$ cat src/rtl/core/iic_pkg.sv
// iic_pkg: shared constants and state codes for the intensity centroid block
// no dependencies
`timescale 1ns / 1ps

package iic_pkg;

  localparam int PIXEL_IN_BITS   = 16;
  localparam int CFG_BITS        = 13;
  localparam int CENTER_BITS     = 20;
  localparam int OUT_WEIGHT_BITS = 40;

  localparam logic [CFG_BITS-1:0] WIDTH_RESET = 13'd4096;

  typedef enum logic [2:0] {
    S_IDLE = 3'b001,
    S_DIV  = 3'b010,
    S_OUT  = 3'b100
  } back_state_t;

endpackage

$ cat src/rtl/core/iic_if.sv
// iic_pix_if and iic_res_if: pixel request channel and centroid result channel
// depends on iic_pkg
`timescale 1ns / 1ps

interface iic_pix_if import iic_pkg::*; ();
  logic                     valid;
  logic                     ready;
  logic [PIXEL_IN_BITS-1:0] pixel_value;
  logic                     frame_last;

  modport source (output valid, output pixel_value, output frame_last, input ready);
  modport sink   (input valid, input pixel_value, input frame_last, output ready);
endinterface

interface iic_res_if import iic_pkg::*; ();
  logic                       valid;
  logic                       ready;
  logic [CENTER_BITS-1:0]     center_x;
  logic [CENTER_BITS-1:0]     center_y;
  logic [OUT_WEIGHT_BITS-1:0] total_weight;
  logic                       empty_frame;

  modport source (output valid, output center_x, output center_y, output total_weight,
                  output empty_frame, input ready);
  modport sink   (input valid, input center_x, input center_y, input total_weight,
                  input empty_frame, output ready);
endinterface

$ cat src/rtl/core/iic_front.sv
// iic_front: pixel intake, raster counters and weight/moment accumulation
// depends on iic_pkg and iic_if; pushes finished frame sums into iic_fifo
`timescale 1ns / 1ps

module iic_front import iic_pkg::*; #(
  parameter int PIXEL_BITS = 16,
  parameter int COORD_BITS = 12,
  parameter int QDEPTH     = 4,
  localparam int WB        = PIXEL_BITS + 2 * COORD_BITS,
  localparam int MB        = WB + COORD_BITS,
  localparam int QW        = WB + 2 * MB
) (
  input  logic                clk,
  input  logic                rst_n,
  input  logic                cfg_we,
  input  logic [CFG_BITS-1:0] cfg_wdata,
  input  logic                q_pop,
  output logic                q_push,
  output logic [QW-1:0]       q_wdata,
  iic_pix_if.sink             in_pix
);

  localparam int PW = PIXEL_BITS + COORD_BITS;
  localparam int CRB = $clog2(QDEPTH + 1);

  logic [CFG_BITS-1:0]   width_r;
  logic [COORD_BITS-1:0] col_r, row_r;
  logic                  a_valid_r, a_last_r;
  logic [PIXEL_BITS-1:0] a_pix_r;
  logic [COORD_BITS-1:0] a_col_r, a_row_r;
  logic                  b_valid_r, b_last_r;
  logic [PIXEL_BITS-1:0] b_pix_r;
  logic [PW-1:0]         b_px_r, b_py_r;
  logic [WB-1:0]         ws_r;
  logic [MB-1:0]         mx_r, my_r;
  logic [CRB-1:0]        credit_r, credit_nxt;

  logic                  accept;
  logic [CFG_BITS-1:0]   width_eff;
  logic [CFG_BITS-1:0]   col_inc;
  logic                  row_end;
  logic [WB-1:0]         ws_sum;
  logic [MB-1:0]         mx_sum, my_sum;

  assign in_pix.ready = (credit_r < CRB'(QDEPTH));
  assign accept       = in_pix.valid && in_pix.ready;

  // zero acts as one, wide rows saturate to the coordinate range
  always_comb begin
    if (width_r == '0) begin
      width_eff = CFG_BITS'(1);
    end else if (width_r > (CFG_BITS'(1) << COORD_BITS)) begin
      width_eff = CFG_BITS'(1) << COORD_BITS;
    end else begin
      width_eff = width_r;
    end
  end

  assign col_inc = CFG_BITS'(col_r) + CFG_BITS'(1);
  assign row_end = (col_inc >= width_eff);

  always_ff @(posedge clk) begin
    if (!rst_n) begin
      width_r <= WIDTH_RESET;
    end else if (cfg_we) begin
      width_r <= cfg_wdata;
    end
  end

  always_ff @(posedge clk) begin
    if (!rst_n) begin
      col_r <= '0;
      row_r <= '0;
    end else if (accept) begin
      if (in_pix.frame_last) begin
        col_r <= '0;
        row_r <= '0;
      end else if (row_end) begin
        col_r <= '0;
        row_r <= COORD_BITS'(row_r + 1'b1);
      end else begin
        col_r <= COORD_BITS'(col_inc);
      end
    end
  end

  // stage a: captured pixel and its coordinates
  always_ff @(posedge clk) begin
    if (!rst_n) begin
      a_valid_r <= 1'b0;
    end else begin
      a_valid_r <= accept;
    end
  end

  always_ff @(posedge clk) begin
    if (accept) begin
      a_pix_r  <= in_pix.pixel_value[PIXEL_BITS-1:0];
      a_col_r  <= col_r;
      a_row_r  <= row_r;
      a_last_r <= in_pix.frame_last;
    end
  end

  // stage b: moment products
  always_ff @(posedge clk) begin
    if (!rst_n) begin
      b_valid_r <= 1'b0;
    end else begin
      b_valid_r <= a_valid_r;
    end
  end

  always_ff @(posedge clk) begin
    if (a_valid_r) begin
      b_pix_r  <= a_pix_r;
      b_px_r   <= PW'(a_pix_r) * PW'(a_col_r);
      b_py_r   <= PW'(a_pix_r) * PW'(a_row_r);
      b_last_r <= a_last_r;
    end
  end

  // stage c: accumulate, hand off the frame sums at the last pixel
  assign ws_sum  = ws_r + WB'(b_pix_r);
  assign mx_sum  = mx_r + MB'(b_px_r);
  assign my_sum  = my_r + MB'(b_py_r);
  assign q_push  = b_valid_r && b_last_r;
  assign q_wdata = {ws_sum, mx_sum, my_sum};

  always_ff @(posedge clk) begin
    if (!rst_n) begin
      ws_r <= '0;
      mx_r <= '0;
      my_r <= '0;
    end else if (b_valid_r) begin
      if (b_last_r) begin
        ws_r <= '0;
        mx_r <= '0;
        my_r <= '0;
      end else begin
        ws_r <= ws_sum;
        mx_r <= mx_sum;
        my_r <= my_sum;
      end
    end
  end

  // one credit per frame end in flight or queued
  always_comb begin
    credit_nxt = credit_r;
    if (accept && in_pix.frame_last && !q_pop) begin
      credit_nxt = CRB'(credit_r + 1'b1);
    end else if (!(accept && in_pix.frame_last) && q_pop) begin
      credit_nxt = CRB'(credit_r - 1'b1);
    end
  end

  always_ff @(posedge clk) begin
    if (!rst_n) begin
      credit_r <= '0;
    end else begin
      credit_r <= credit_nxt;
    end
  end

`ifndef SYNTH
  a_credit_bound: assert property (@(posedge clk) disable iff (!rst_n)
    credit_r <= CRB'(QDEPTH))
    else $error("frame credit count above queue depth");
`endif

endmodule

$ cat src/rtl/core/iic_fifo.sv
// iic_fifo: short register queue of finished frame sums
// no dependencies
`timescale 1ns / 1ps

module iic_fifo #(
  parameter int WIDTH = 144,
  parameter int DEPTH = 4
) (
  input  logic             clk,
  input  logic             rst_n,
  input  logic             push,
  input  logic [WIDTH-1:0] wdata,
  input  logic             pop,
  output logic [WIDTH-1:0] rdata,
  output logic             empty,
  output logic             full
);

  localparam int AB = (DEPTH > 1) ? $clog2(DEPTH) : 1;
  localparam int CB = $clog2(DEPTH + 1);

  logic [WIDTH-1:0] mem_r [DEPTH];
  logic [AB-1:0]    wptr_r, rptr_r;
  logic [CB-1:0]    count_r;

  assign empty = (count_r == '0);
  assign full  = (count_r == CB'(DEPTH));
  assign rdata = mem_r[rptr_r];

  always_ff @(posedge clk) begin
    if (push) begin
      mem_r[wptr_r] <= wdata;
    end
  end

  always_ff @(posedge clk) begin
    if (!rst_n) begin
      wptr_r  <= '0;
      rptr_r  <= '0;
      count_r <= '0;
    end else begin
      if (push) begin
        wptr_r <= (wptr_r == AB'(DEPTH - 1)) ? '0 : AB'(wptr_r + 1'b1);
      end
      if (pop) begin
        rptr_r <= (rptr_r == AB'(DEPTH - 1)) ? '0 : AB'(rptr_r + 1'b1);
      end
      if (push && !pop) begin
        count_r <= CB'(count_r + 1'b1);
      end else if (pop && !push) begin
        count_r <= CB'(count_r - 1'b1);
      end
    end
  end

`ifndef SYNTH
  a_no_overflow: assert property (@(posedge clk) disable iff (!rst_n)
    push |-> (!full || pop))
    else $error("push into full queue");
  a_no_underflow: assert property (@(posedge clk) disable iff (!rst_n)
    pop |-> !empty)
    else $error("pop from empty queue");
`endif

endmodule

$ cat src/rtl/core/iic_back.sv
// iic_back: per-frame centroid division and result register
// depends on iic_pkg and iic_if; takes frame sums from iic_fifo
`timescale 1ns / 1ps

module iic_back import iic_pkg::*; #(
  parameter int PIXEL_BITS = 16,
  parameter int COORD_BITS = 12,
  parameter int FRAC_BITS  = 8,
  localparam int WB        = PIXEL_BITS + 2 * COORD_BITS,
  localparam int MB        = WB + COORD_BITS,
  localparam int QW        = WB + 2 * MB
) (
  input  logic          clk,
  input  logic          rst_n,
  input  logic [QW-1:0] q_rdata,
  input  logic          q_empty,
  output logic          q_pop,
  iic_res_if.source     out_res
);

  localparam int NB  = MB + FRAC_BITS;
  localparam int RW  = WB + 1;
  localparam int SW  = NB + CENTER_BITS;
  localparam int CNB = $clog2(CENTER_BITS);

  back_state_t            state_r, state_nxt;
  logic [WB-1:0]          w_r;
  logic [RW-1:0]          remx_r, remy_r;
  logic [CENTER_BITS-1:0] lowx_r, lowy_r;
  logic [CENTER_BITS-1:0] qx_r, qy_r;
  logic                   satx_r, saty_r, empty_r;
  logic [CNB-1:0]         cnt_r;

  logic [WB-1:0]          in_w;
  logic [NB-1:0]          nx, ny;
  logic [RW:0]            stx, sty;

  // one restoring step: {new remainder, quotient bit}
  function automatic logic [RW:0] div_step(input logic [RW-1:0] rem, input logic bin,
                                           input logic [WB-1:0] w);
    logic [RW-1:0] t;
    begin
      t = {rem[RW-2:0], bin};
      if (t >= RW'(w)) begin
        div_step = {RW'(t - RW'(w)), 1'b1};
      end else begin
        div_step = {t, 1'b0};
      end
    end
  endfunction

  assign in_w = q_rdata[QW-1 -: WB];
  assign nx   = NB'(q_rdata[2*MB-1 -: MB]) << FRAC_BITS;
  assign ny   = NB'(q_rdata[MB-1:0]) << FRAC_BITS;
  assign stx  = div_step(remx_r, lowx_r[CENTER_BITS-1], w_r);
  assign sty  = div_step(remy_r, lowy_r[CENTER_BITS-1], w_r);
  assign q_pop = (state_r == S_IDLE) && !q_empty;

  always_comb begin
    state_nxt = state_r;
    case (state_r)
      S_IDLE: begin
        if (!q_empty) begin
          state_nxt = (in_w == '0) ? S_OUT : S_DIV;
        end
      end
      S_DIV: begin
        if (cnt_r == '0) begin
          state_nxt = S_OUT;
        end
      end
      S_OUT: begin
        if (out_res.ready) begin
          state_nxt = S_IDLE;
        end
      end
      default: state_nxt = S_IDLE;
    endcase
  end

  always_ff @(posedge clk) begin
    if (!rst_n) begin
      state_r <= S_IDLE;
    end else begin
      state_r <= state_nxt;
    end
  end

  always_ff @(posedge clk) begin
    case (state_r)
      S_IDLE: begin
        if (!q_empty) begin
          w_r     <= in_w;
          empty_r <= (in_w == '0);
          satx_r  <= (in_w != '0) && (SW'(nx) >= (SW'(in_w) << CENTER_BITS));
          saty_r  <= (in_w != '0) && (SW'(ny) >= (SW'(in_w) << CENTER_BITS));
          remx_r  <= RW'(nx >> CENTER_BITS);
          remy_r  <= RW'(ny >> CENTER_BITS);
          lowx_r  <= nx[CENTER_BITS-1:0];
          lowy_r  <= ny[CENTER_BITS-1:0];
          qx_r    <= '0;
          qy_r    <= '0;
          cnt_r   <= CNB'(CENTER_BITS - 1);
        end
      end
      S_DIV: begin
        remx_r <= stx[RW:1];
        remy_r <= sty[RW:1];
        qx_r   <= {qx_r[CENTER_BITS-2:0], stx[0]};
        qy_r   <= {qy_r[CENTER_BITS-2:0], sty[0]};
        lowx_r <= {lowx_r[CENTER_BITS-2:0], 1'b0};
        lowy_r <= {lowy_r[CENTER_BITS-2:0], 1'b0};
        cnt_r  <= CNB'(cnt_r - 1'b1);
      end
      default: begin
      end
    endcase
  end

  assign out_res.valid        = (state_r == S_OUT);
  assign out_res.center_x     = satx_r ? '1 : qx_r;
  assign out_res.center_y     = saty_r ? '1 : qy_r;
  assign out_res.total_weight = OUT_WEIGHT_BITS'(w_r);
  assign out_res.empty_frame  = empty_r;

`ifndef SYNTH
  a_empty_zero: assert property (@(posedge clk) disable iff (!rst_n)
    (out_res.valid && out_res.empty_frame) |->
      (out_res.center_x == '0 && out_res.center_y == '0 && out_res.total_weight == '0))
    else $error("empty frame with nonzero result fields");
  a_pop_only_idle: assert property (@(posedge clk) disable iff (!rst_n)
    q_pop |=> (state_r == S_DIV || state_r == S_OUT))
    else $error("frame sums taken without starting a division");
`endif

endmodule

$ cat src/rtl/core/image_intensity_centroid.sv
// image_intensity_centroid: intensity-weighted centroid of a raster frame
// one pixel per cycle while in_pix.ready is high; the back end holds one frame at a time
// last pixel to result valid: capture stage, product stage, queue, load, 20 divide steps
// up to 4 finished frames queue between accumulation and division
// reset: synchronous active-low rst_n clears sums, counters and queue, idles the divider;
// image width returns to 4096
`timescale 1ns / 1ps

module image_intensity_centroid import iic_pkg::*; #(
  parameter int PIXEL_BITS = 16,
  parameter int COORD_BITS = 12,
  parameter int FRAC_BITS  = 8
) (
  input  logic                clk,
  input  logic                rst_n,
  input  logic                cfg_we,
  input  logic [CFG_BITS-1:0] cfg_wdata,
  iic_pix_if.sink             in_pix,
  iic_res_if.source           out_res
);

  localparam int WB     = PIXEL_BITS + 2 * COORD_BITS;
  localparam int MB     = WB + COORD_BITS;
  localparam int QW     = WB + 2 * MB;
  localparam int QDEPTH = 4;

  logic          q_push, q_pop, q_empty, q_full;
  logic [QW-1:0] q_wdata, q_rdata;

  iic_front #(
    .PIXEL_BITS (PIXEL_BITS),
    .COORD_BITS (COORD_BITS),
    .QDEPTH     (QDEPTH)
  ) u_front (
    .clk       (clk),
    .rst_n     (rst_n),
    .cfg_we    (cfg_we),
    .cfg_wdata (cfg_wdata),
    .q_pop     (q_pop),
    .q_push    (q_push),
    .q_wdata   (q_wdata),
    .in_pix    (in_pix)
  );

  iic_fifo #(
    .WIDTH (QW),
    .DEPTH (QDEPTH)
  ) u_fifo (
    .clk   (clk),
    .rst_n (rst_n),
    .push  (q_push),
    .wdata (q_wdata),
    .pop   (q_pop),
    .rdata (q_rdata),
    .empty (q_empty),
    .full  (q_full)
  );

  iic_back #(
    .PIXEL_BITS (PIXEL_BITS),
    .COORD_BITS (COORD_BITS),
    .FRAC_BITS  (FRAC_BITS)
  ) u_back (
    .clk     (clk),
    .rst_n   (rst_n),
    .q_rdata (q_rdata),
    .q_empty (q_empty),
    .q_pop   (q_pop),
    .out_res (out_res)
  );

`ifndef SYNTH
  a_full_stalls_input: assert property (@(posedge clk) disable iff (!rst_n)
    q_full |-> !in_pix.ready)
    else $error("input open while frame queue is full");
`endif

endmodule

$ cat src/flat_wrapper.sv
// flat-port wrapper written by rule: the top's interface ports become plain ports
module image_intensity_centroid_flat import iic_pkg::*;
#(
  parameter int PIXEL_BITS = 16,
  parameter int COORD_BITS = 12,
  parameter int FRAC_BITS  = 8
)
  (clk, rst_n, cfg_we, cfg_wdata, in_pix_valid, in_pix_pixel_value, in_pix_frame_last, in_pix_ready, out_res_valid, out_res_center_x, out_res_center_y, out_res_total_weight, out_res_empty_frame, out_res_ready);
  iic_pix_if in_pix_i ();
  iic_res_if out_res_i ();
  input  logic clk;
  input  logic rst_n;
  input  logic cfg_we;
  input  logic [CFG_BITS-1:0] cfg_wdata;
  input wire logic [$bits(in_pix_i.valid)-1:0] in_pix_valid;
  input wire logic [$bits(in_pix_i.pixel_value)-1:0] in_pix_pixel_value;
  input wire logic [$bits(in_pix_i.frame_last)-1:0] in_pix_frame_last;
  output wire logic [$bits(in_pix_i.ready)-1:0] in_pix_ready;
  output wire logic [$bits(out_res_i.valid)-1:0] out_res_valid;
  output wire logic [$bits(out_res_i.center_x)-1:0] out_res_center_x;
  output wire logic [$bits(out_res_i.center_y)-1:0] out_res_center_y;
  output wire logic [$bits(out_res_i.total_weight)-1:0] out_res_total_weight;
  output wire logic [$bits(out_res_i.empty_frame)-1:0] out_res_empty_frame;
  input wire logic [$bits(out_res_i.ready)-1:0] out_res_ready;
  assign in_pix_i.valid = in_pix_valid;
  assign in_pix_i.pixel_value = in_pix_pixel_value;
  assign in_pix_i.frame_last = in_pix_frame_last;
  assign in_pix_ready = in_pix_i.ready;
  assign out_res_valid = out_res_i.valid;
  assign out_res_center_x = out_res_i.center_x;
  assign out_res_center_y = out_res_i.center_y;
  assign out_res_total_weight = out_res_i.total_weight;
  assign out_res_empty_frame = out_res_i.empty_frame;
  assign out_res_i.ready = out_res_ready;
  image_intensity_centroid #(.PIXEL_BITS(PIXEL_BITS), .COORD_BITS(COORD_BITS), .FRAC_BITS(FRAC_BITS)) u_core (.clk(clk), .rst_n(rst_n), .cfg_we(cfg_we), .cfg_wdata(cfg_wdata), .in_pix(in_pix_i), .out_res(out_res_i));
endmodule
$ cat config.mk
export PLATFORM = sky130hd
export DESIGN_NAME = image_intensity_centroid_flat
export DESIGN_NICKNAME = d
export VERILOG_FILES = /design/src/rtl/core/iic_pkg.sv /design/src/rtl/core/iic_if.sv /design/src/rtl/core/iic_front.sv /design/src/rtl/core/iic_fifo.sv /design/src/rtl/core/iic_back.sv /design/src/rtl/core/image_intensity_centroid.sv /design/src/flat_wrapper.sv
export SDC_FILE = /design/constraint.sdc
export NUM_CORES = 2
export LEC_CHECK = 0
export ABC_CLOCK_PERIOD_IN_PS = 16960
export BUFFER_PORTS_ARGS = -buffer_cell sky130_fd_sc_hd__buf_2
export CORE_ASPECT_RATIO = 0.8
export CORE_MARGIN = 1
export CORE_UTILIZATION = 45
export DETAILED_ROUTE_END_ITERATION = 8
export HOLD_SLACK_MARGIN = 0.02
export PLACE_DENSITY = 0.62
export REMOVE_ABC_BUFFERS = 1
export SETUP_SLACK_MARGIN = 0.1
export SYNTH_ARGS = -nofsm -noshare
export SYNTH_HDL_FRONTEND = slang
export SYNTH_SLANG_ARGS = --single-unit
$ cat constraint.sdc
create_clock -name clk -period 16.96 [get_ports clk]
set_input_delay 0.848 -clock clk [delete_from_list [all_inputs] [get_ports clk]]
set_output_delay 0.848 -clock clk [all_outputs]
set_load 0.05 [all_outputs]
# After elaboration in Yosys (flattened, before gate mapping)
# Memories as Yosys holds them, arrays and structs flattened. A register that Yosys moved wholly into a read port is not among the register bits.
# Index checks and enable logic that the tools add are counted.
totals:
  register_bits: 518
  latchBits: 0
  ram_bits: 576
  romBits: 0
  inputBits: 35
  out_inout_bits: 83
  elab_cells: 133
  n_memories: 1
memory_table:
  columns: ["memory", "depth", "word_bits", "read_ports", "rd_ports_with_merged_regs", "wr", "line", "text"]
  rows:
  - ["u_core.u_fifo.mem_r", 4, 144, 1, 1, 1, "iic_fifo.sv:22", "logic [WIDTH-1:0] mem_r [DEPTH];"]
op_classes:
  n_addsub: 14
  multipliers: 2
  div: 0
  magnitude_cmp: 7
  eq_ne: 8
  shifts: 0
  muxes: 41
  bitwise_logic: 1
  reduce_logical: 27
op_table:
  columns: ["operator", "count"]
  rows:
  - ["case mux 20 bit (2 select lines)", 4]
  - ["case mux 40 bit (2 select lines)", 2]
  - ["greater-or-equal comparator 60 bit", 2]
  - ["two-way mux 40 bit", 3]
  - ["adder 52 x 28 -> 52 bit", 2]
  - ["two-way mux 52 bit", 2]
  - ["two-way mux 20 bit", 5]
  - ["greater-or-equal comparator 41 x 40 -> 1 bit", 2]
  - ["two-way mux 41 bit", 2]
  - ["subtractor 40 bit", 2]
  - ["multiplier 16 x 12 -> 28 bit", 2]
  - ["two-way mux 12 bit", 4]
  - ["adder 40 x 16 -> 40 bit", 1]
  - ["logical NOT 40 bit", 1]
  - ["nonzero test 40 bit", 1]
  - ["two-way mux 13 bit", 2]
  - ["two-way mux 3 bit", 8]
  - ["adder 12 x 1 -> 13 bit, second input constant", 1]
  - ["greater-or-equal comparator 13 bit", 1]
  - ["> comparator 13 bit, second input constant", 1]
  - ["logical NOT 13 bit", 1]
  - ["adder 12 x 1 -> 12 bit, second input constant", 1]
  - ["logical AND 1 bit", 10]
  - ["case mux 5 bit (2 select lines)", 1]
  - ["other kinds (22)", 39]

# Logic depth before layout (Yosys ltp)
depth:
  depth_word: 7
  ltp_mapped: 23

# By module
# From an unflattened synthesis, not the netlist that was laid out.
unflattened:
  hier_cells: 5687
  area_unflattened_um2: 64933.5
modules_own_cells:
  columns: ["mod", "instances", "cells_per_inst", "area_each_um2", "seq_area_each_um2"]
  rows:
  - ["iic_front", 1, 3200, 28533.6, 7146.9]
  - ["iic_fifo", 1, 796, 21197.8, 17476.8]
  - ["iic_back", 1, 1691, 15202.1, 5825.6]

# Least setup slack after synthesis
# OpenSTA, ideal clock, no wires.
synth_timing:
  kind: "flip-flop to flip-flop"
  from: "register u_core.u_back.state_r[0]"
  to: "register u_core.u_back.state_r[0]"
  arrival_ns: 8.300
  path_slack_ns: 8.203
  stages_incl_launch_ff: 4
  n_path_buf: 0
  path_cell_list: "dfxtp_1 nand2b_1 a21oi_1 o21ai_0"
synth_via:
  elab_chain_len: 3
  word_cells_on_any_way: 8
  cone_classes: "6 x eq/ne; 1 x mux; 1 x reduce/logical"
synth_lines:
  columns: ["element", "line", "text"]
  rows:
  - ["from (decl)", "iic_back.sv:26", "back_state_t state_r, state_nxt;"]
  - ["from (signal assigned)", "iic_back.sv:85", "state_r <= state_nxt;"]
  - ["== test 3 x 2 -> 1 bit (tied with other cells)", "iic_back.sv:61", "case (state_r)"]
  - ["!= test 2 bit (no line) or != test 2 x 1 -> 1 bit (tied branches)", null, null]
  - ["AND reduction 3 bit (no line)", null, null]
# Several ways; a longest one is shown, not always the timed one.
# A chain may end at the register's enable or synchronous reset.

# Worst setup path after layout
layout_timing:
  from: "register u_core.u_front.a_pix_r[4]"
  to: "register u_core.u_front.b_px_r[27], data pin"
layout_via:
  elab_chain_len: 1
layout_lines:
  columns: ["element", "line", "text"]
  rows:
  - ["from (decl)", "iic_front.sv:29", "logic [PIXEL_BITS-1:0] a_pix_r;"]
  - ["from (signal assigned)", "iic_front.sv:98", "a_pix_r <= in_pix.pixel_value[PIXEL_BITS-1:0];"]
  - ["multiplier 16 x 12 -> 28 bit", "iic_front.sv:117", "b_px_r <= PW'(a_pix_r) * PW'(a_col_r);"]
  - ["to (signal assigned)", "iic_front.sv:117", null]
  - ["to (decl)", "iic_front.sv:33", "logic [PW-1:0] b_px_r, b_py_r;"]
# Every way passes these cells.

==> flow_summary.yaml <==
min_path:
  hp-start: "in_pix_pixel_value[9]"
  hold_class: "in2reg"
synth:
  netlist_area_sq_um: 64100
  synthXorXnorAreaFrac: 0.0354
  yosysWarnings: 0
  synth-compound-area-share: 0.101
  synth_top_family_by_area: "adder cells"
  yosys.area_share.simple: 0.120
  postSynthAreaPerCell_sq_um: 11.5
  seq_area_frac_synth: 0.475
  synthFlopType: "edfxtp_1"
  synth-edff-count: 882
  synth_async_sr_flop_share: 0
  synthCells: 5558
  synthDistinctLibCells: 90
  synthAdderAreaFrac: 0.165
  synth-seq-cells: 1080
  synthMuxAreaShare: 0.0590
grt:
  grt_pass1_wl_um: 253000
  antenna_found_initial: 2
  grt_max_degree: 152
  track_usage: 0.227
  first_global_vias: 42400
  overflow: 0
floorplanning:
  placeableCoreArea_sq_um: 141000
  die_h_um: 340
  rows: 123
  initial_utilization: 0.455
  boundaryPins: 118
  die_w_um: 424
  die-area_sq_um: 144000
routing:
  wl_per_cell_um: 21.6
  drc_errors: 22
  firstDrtPassIters: 7
  avgViaCountPerCell: 5.70
  first_iter_violations: 4287
  routed_wl_um: 163000
  antenna_left: 0
  vias: 43100
critical_path:
  cp_max_fo: 25
  startpoint_type: "flop"
  required_ns: 17.44
  startpoint: "u_core.u_front.a_pix_r[4]"
  path_class: "reg2reg"
  end_kind: "flop"
  timing.rr.start: "u_core.u_front.a_pix_r[4]"
  critical_path_arrival_ns: 6.92
timing:
  relSlewSlack: 0.250
  maxSlewViolCount: 0
  fin_crit_sh: 0.380
  setup-tns-final_ns: 0
  max_freq_mhz: 155
  rsz0062_at_grt: "false"
  hold_viol_final: 0
  setup_viol: 0
  min_period_ns: 6.44
  worst_slew_pin_slew_ns: 1.12
  clock-skew-final_ns: 0.0369
clock_network:
  hold_buffers: 0
  cts_root_buffer: "clkbuf_16"
  cts.clk_slew.worst_paths_ns: 0.06
  clk_latency_ns: 0.73
  ctsResizeCount: 0
  cts_tree: "yes"
  htree_levels: 3
  cts.sinks: 1080
  post_cts_buffers: 0
  clockBufferDepth: 3
  numCtsBuffers: 108
placement:
  hpwlAfterDp_um: 116000
  io_buffers: 117
  place.gp.congestion: 0.915
run_status:
  violations: "design-rule violations"
  status: "finished, violations left"
layout:
  final_nets: 6310
  area_growth_pct: 10.0
  fillers: 12500
  drive_above_1_share: 0.104
job:
  drv_cap: 0
[Yosys cell counts (8+ instances only)]
master    count  share of area
nand3_1      66         0.0052
inv_1       495          0.029
mux4_2      144          0.051
nand4_1      61         0.0060
nor4_1       33         0.0032
buf_2        24         0.0019
a41oi_1      10         0.0014
buf_1        10        0.00059
fa_1        287          0.090
dfxtp_1     198          0.062
nor3_1       68         0.0053
edfxtp_1    882           0.41
o211ai_1     21         0.0025
clkbuf_1    196          0.011
nand2_1     600          0.035
and2_1      204          0.020
a21oi_1     291          0.023
o21a_1       46         0.0054
a21o_1      109          0.013
o31ai_1      26         0.0030
o41ai_1       8         0.0011
a31oi_1      59         0.0058
nand2b_1     40         0.0039
a211oi_1     12         0.0014
mux2i_1      54         0.0084
nor2b_1      45         0.0044
nor2_1      271          0.016
or2_2        50         0.0049
ha_1        387          0.076
nor4b_1       8         0.0011
a22oi_1      46         0.0054
o21ai_1       8        0.00062
xnor2_1     151          0.021
or3_1        43         0.0042
a22o_1       33         0.0045
o21ai_0     252          0.020
xor2_1      104          0.014
o21bai_1     28         0.0033
and3_1       55         0.0054
[final cells by class]
type	instances	area [sq um]	share of cell area
sequential	1080	30500	0.432
clock inverter	64	896	0.0127
antenna	1	2.50	0.0000355
tap	1875	2350	0.0333
timing repair buffer	166	966	0.0137
multi-input combinational	3746	30900	0.439
clock buffer	141	3020	0.0428
inverter	499	1880	0.0266
[cell families (layout without fill, tap and decap cells)]
kind of cell,count (synthesis),in the layout
compound gates,1029,1029
xor+xnor,257,257
fa+ha+maj,674,674
buf+inv,732,870
flops,1080,1080
mux,198,198
other cells,0,1
simple gates,1588,1588
[per-stage QoR]
| step | cells | util | hold slack [ns] | setup WS, ns | cell area [sq um] |
|---|---|---|---|---|---|
| floorplan | 5325 | - | 0.400 | 8.20 | 63200 |
| global placement | 7366 | 0.472 | 0.411 | 10.66 | 66600 |
| detailed placement | 7366 | 0.472 | 0.406 | 10.55 | 66600 |
| CTS | 7571 | 0.500 | 0.250 | 10.54 | 70500 |
| global route | 7571 | 0.500 | 0.252 | 10.08 | 70500 |
| finish | 7572 | 0.500 | 0.295 | 10.52 | 70500 |
[path summary, 6_finish.rpt]
| check | endpoint | slack, ns | cells after the start |
|---|---|---|---|
| worst max-delay path | u_core.u_front.b_px_r[27] | 10.52 | 20 |
| worst min-delay path | u_core.u_front.a_pix_r[9] | 0.30 | 1 |
| worst max register to register | u_core.u_front.b_px_r[27] | 10.52 | 20 |
| worst min register to register | u_core.u_front.b_last_r | 0.42 | 0 |
[registers in the layout (all words and copies together), names as in the netlist, 13 cells and up, named ones only]
| signal | count |
|---|---|
| u_core.u_back.remx_r | 40 |
| u_core.u_front.mx_r | 52 |
| u_core.u_front.b_px_r | 28 |
| u_core.u_front.ws_r | 40 |
| u_core.u_front.my_r | 52 |
| u_core.u_front.b_py_r | 28 |
| u_core.u_back.remy_r | 40 |
| u_core.u_fifo.mem_r | 576 |
| u_core.u_back.qx_r | 20 |
| u_core.u_front.a_pix_r | 16 |
| u_core.u_front.b_pix_r | 16 |
| u_core.u_front.width_r | 13 |
| u_core.u_back.qy_r | 20 |
| u_core.u_back.out_res.total_weight | 40 |
[routing by layer]
| layer | GRT usage | part of all wire | wire, um | up-vias |
|---|---|---|---|---|
| met1 | 0.351 | 0.48 | 78200 | 21600 |
| li1 | - | - | - | 19900 |
| met4 | 0.0548 | 0.022 | 3650 | 2 |
| met2 | 0.337 | 0.43 | 70000 | 1407 |
| met3 | 0.0311 | 0.070 | 11400 | 204 |
| met5 | 0 | 0.000049 | 8 | - |
[cells in the final DEF (no fill, tap or decap), types with 144 or more instances in the layout]
cell	synthesis	final
o21ai_0	252	252
a21oi_1	291	290
fa_1	287	287
nor2_1	271	267
inv_1	495	494
ha_1	387	387
mux4_2	144	144
dfxtp_1	198	195
nand2_1	600	600
edfxtp_1	882	882
and2_1	204	204
xnor2_1	151	151
[critical path, cell delays in order, from the launching register on]
cell and delay (ns):
edfxtp_1 1.07, nand2_1 0.19, fa_1 0.49, fa_1 0.46, fa_1 0.51, inv_1 0.06, fa_1 0.54, inv_1 0.06
fa_1 0.53, inv_1 0.04, ha_1 0.35, a21o_1 0.21, a21o_1 0.17, a21oi_1 0.18, a21oi_1 0.15, a211o_1 0.36
o211a_1 0.24, nor3_1 0.21, o21bai_1 0.11, a21oi_1 0.18, xnor2_1 0.08
Power is left out: the tool's default activity adds up to more than one toggle a clock period on the data nets, which glitch-free logic cannot reach.
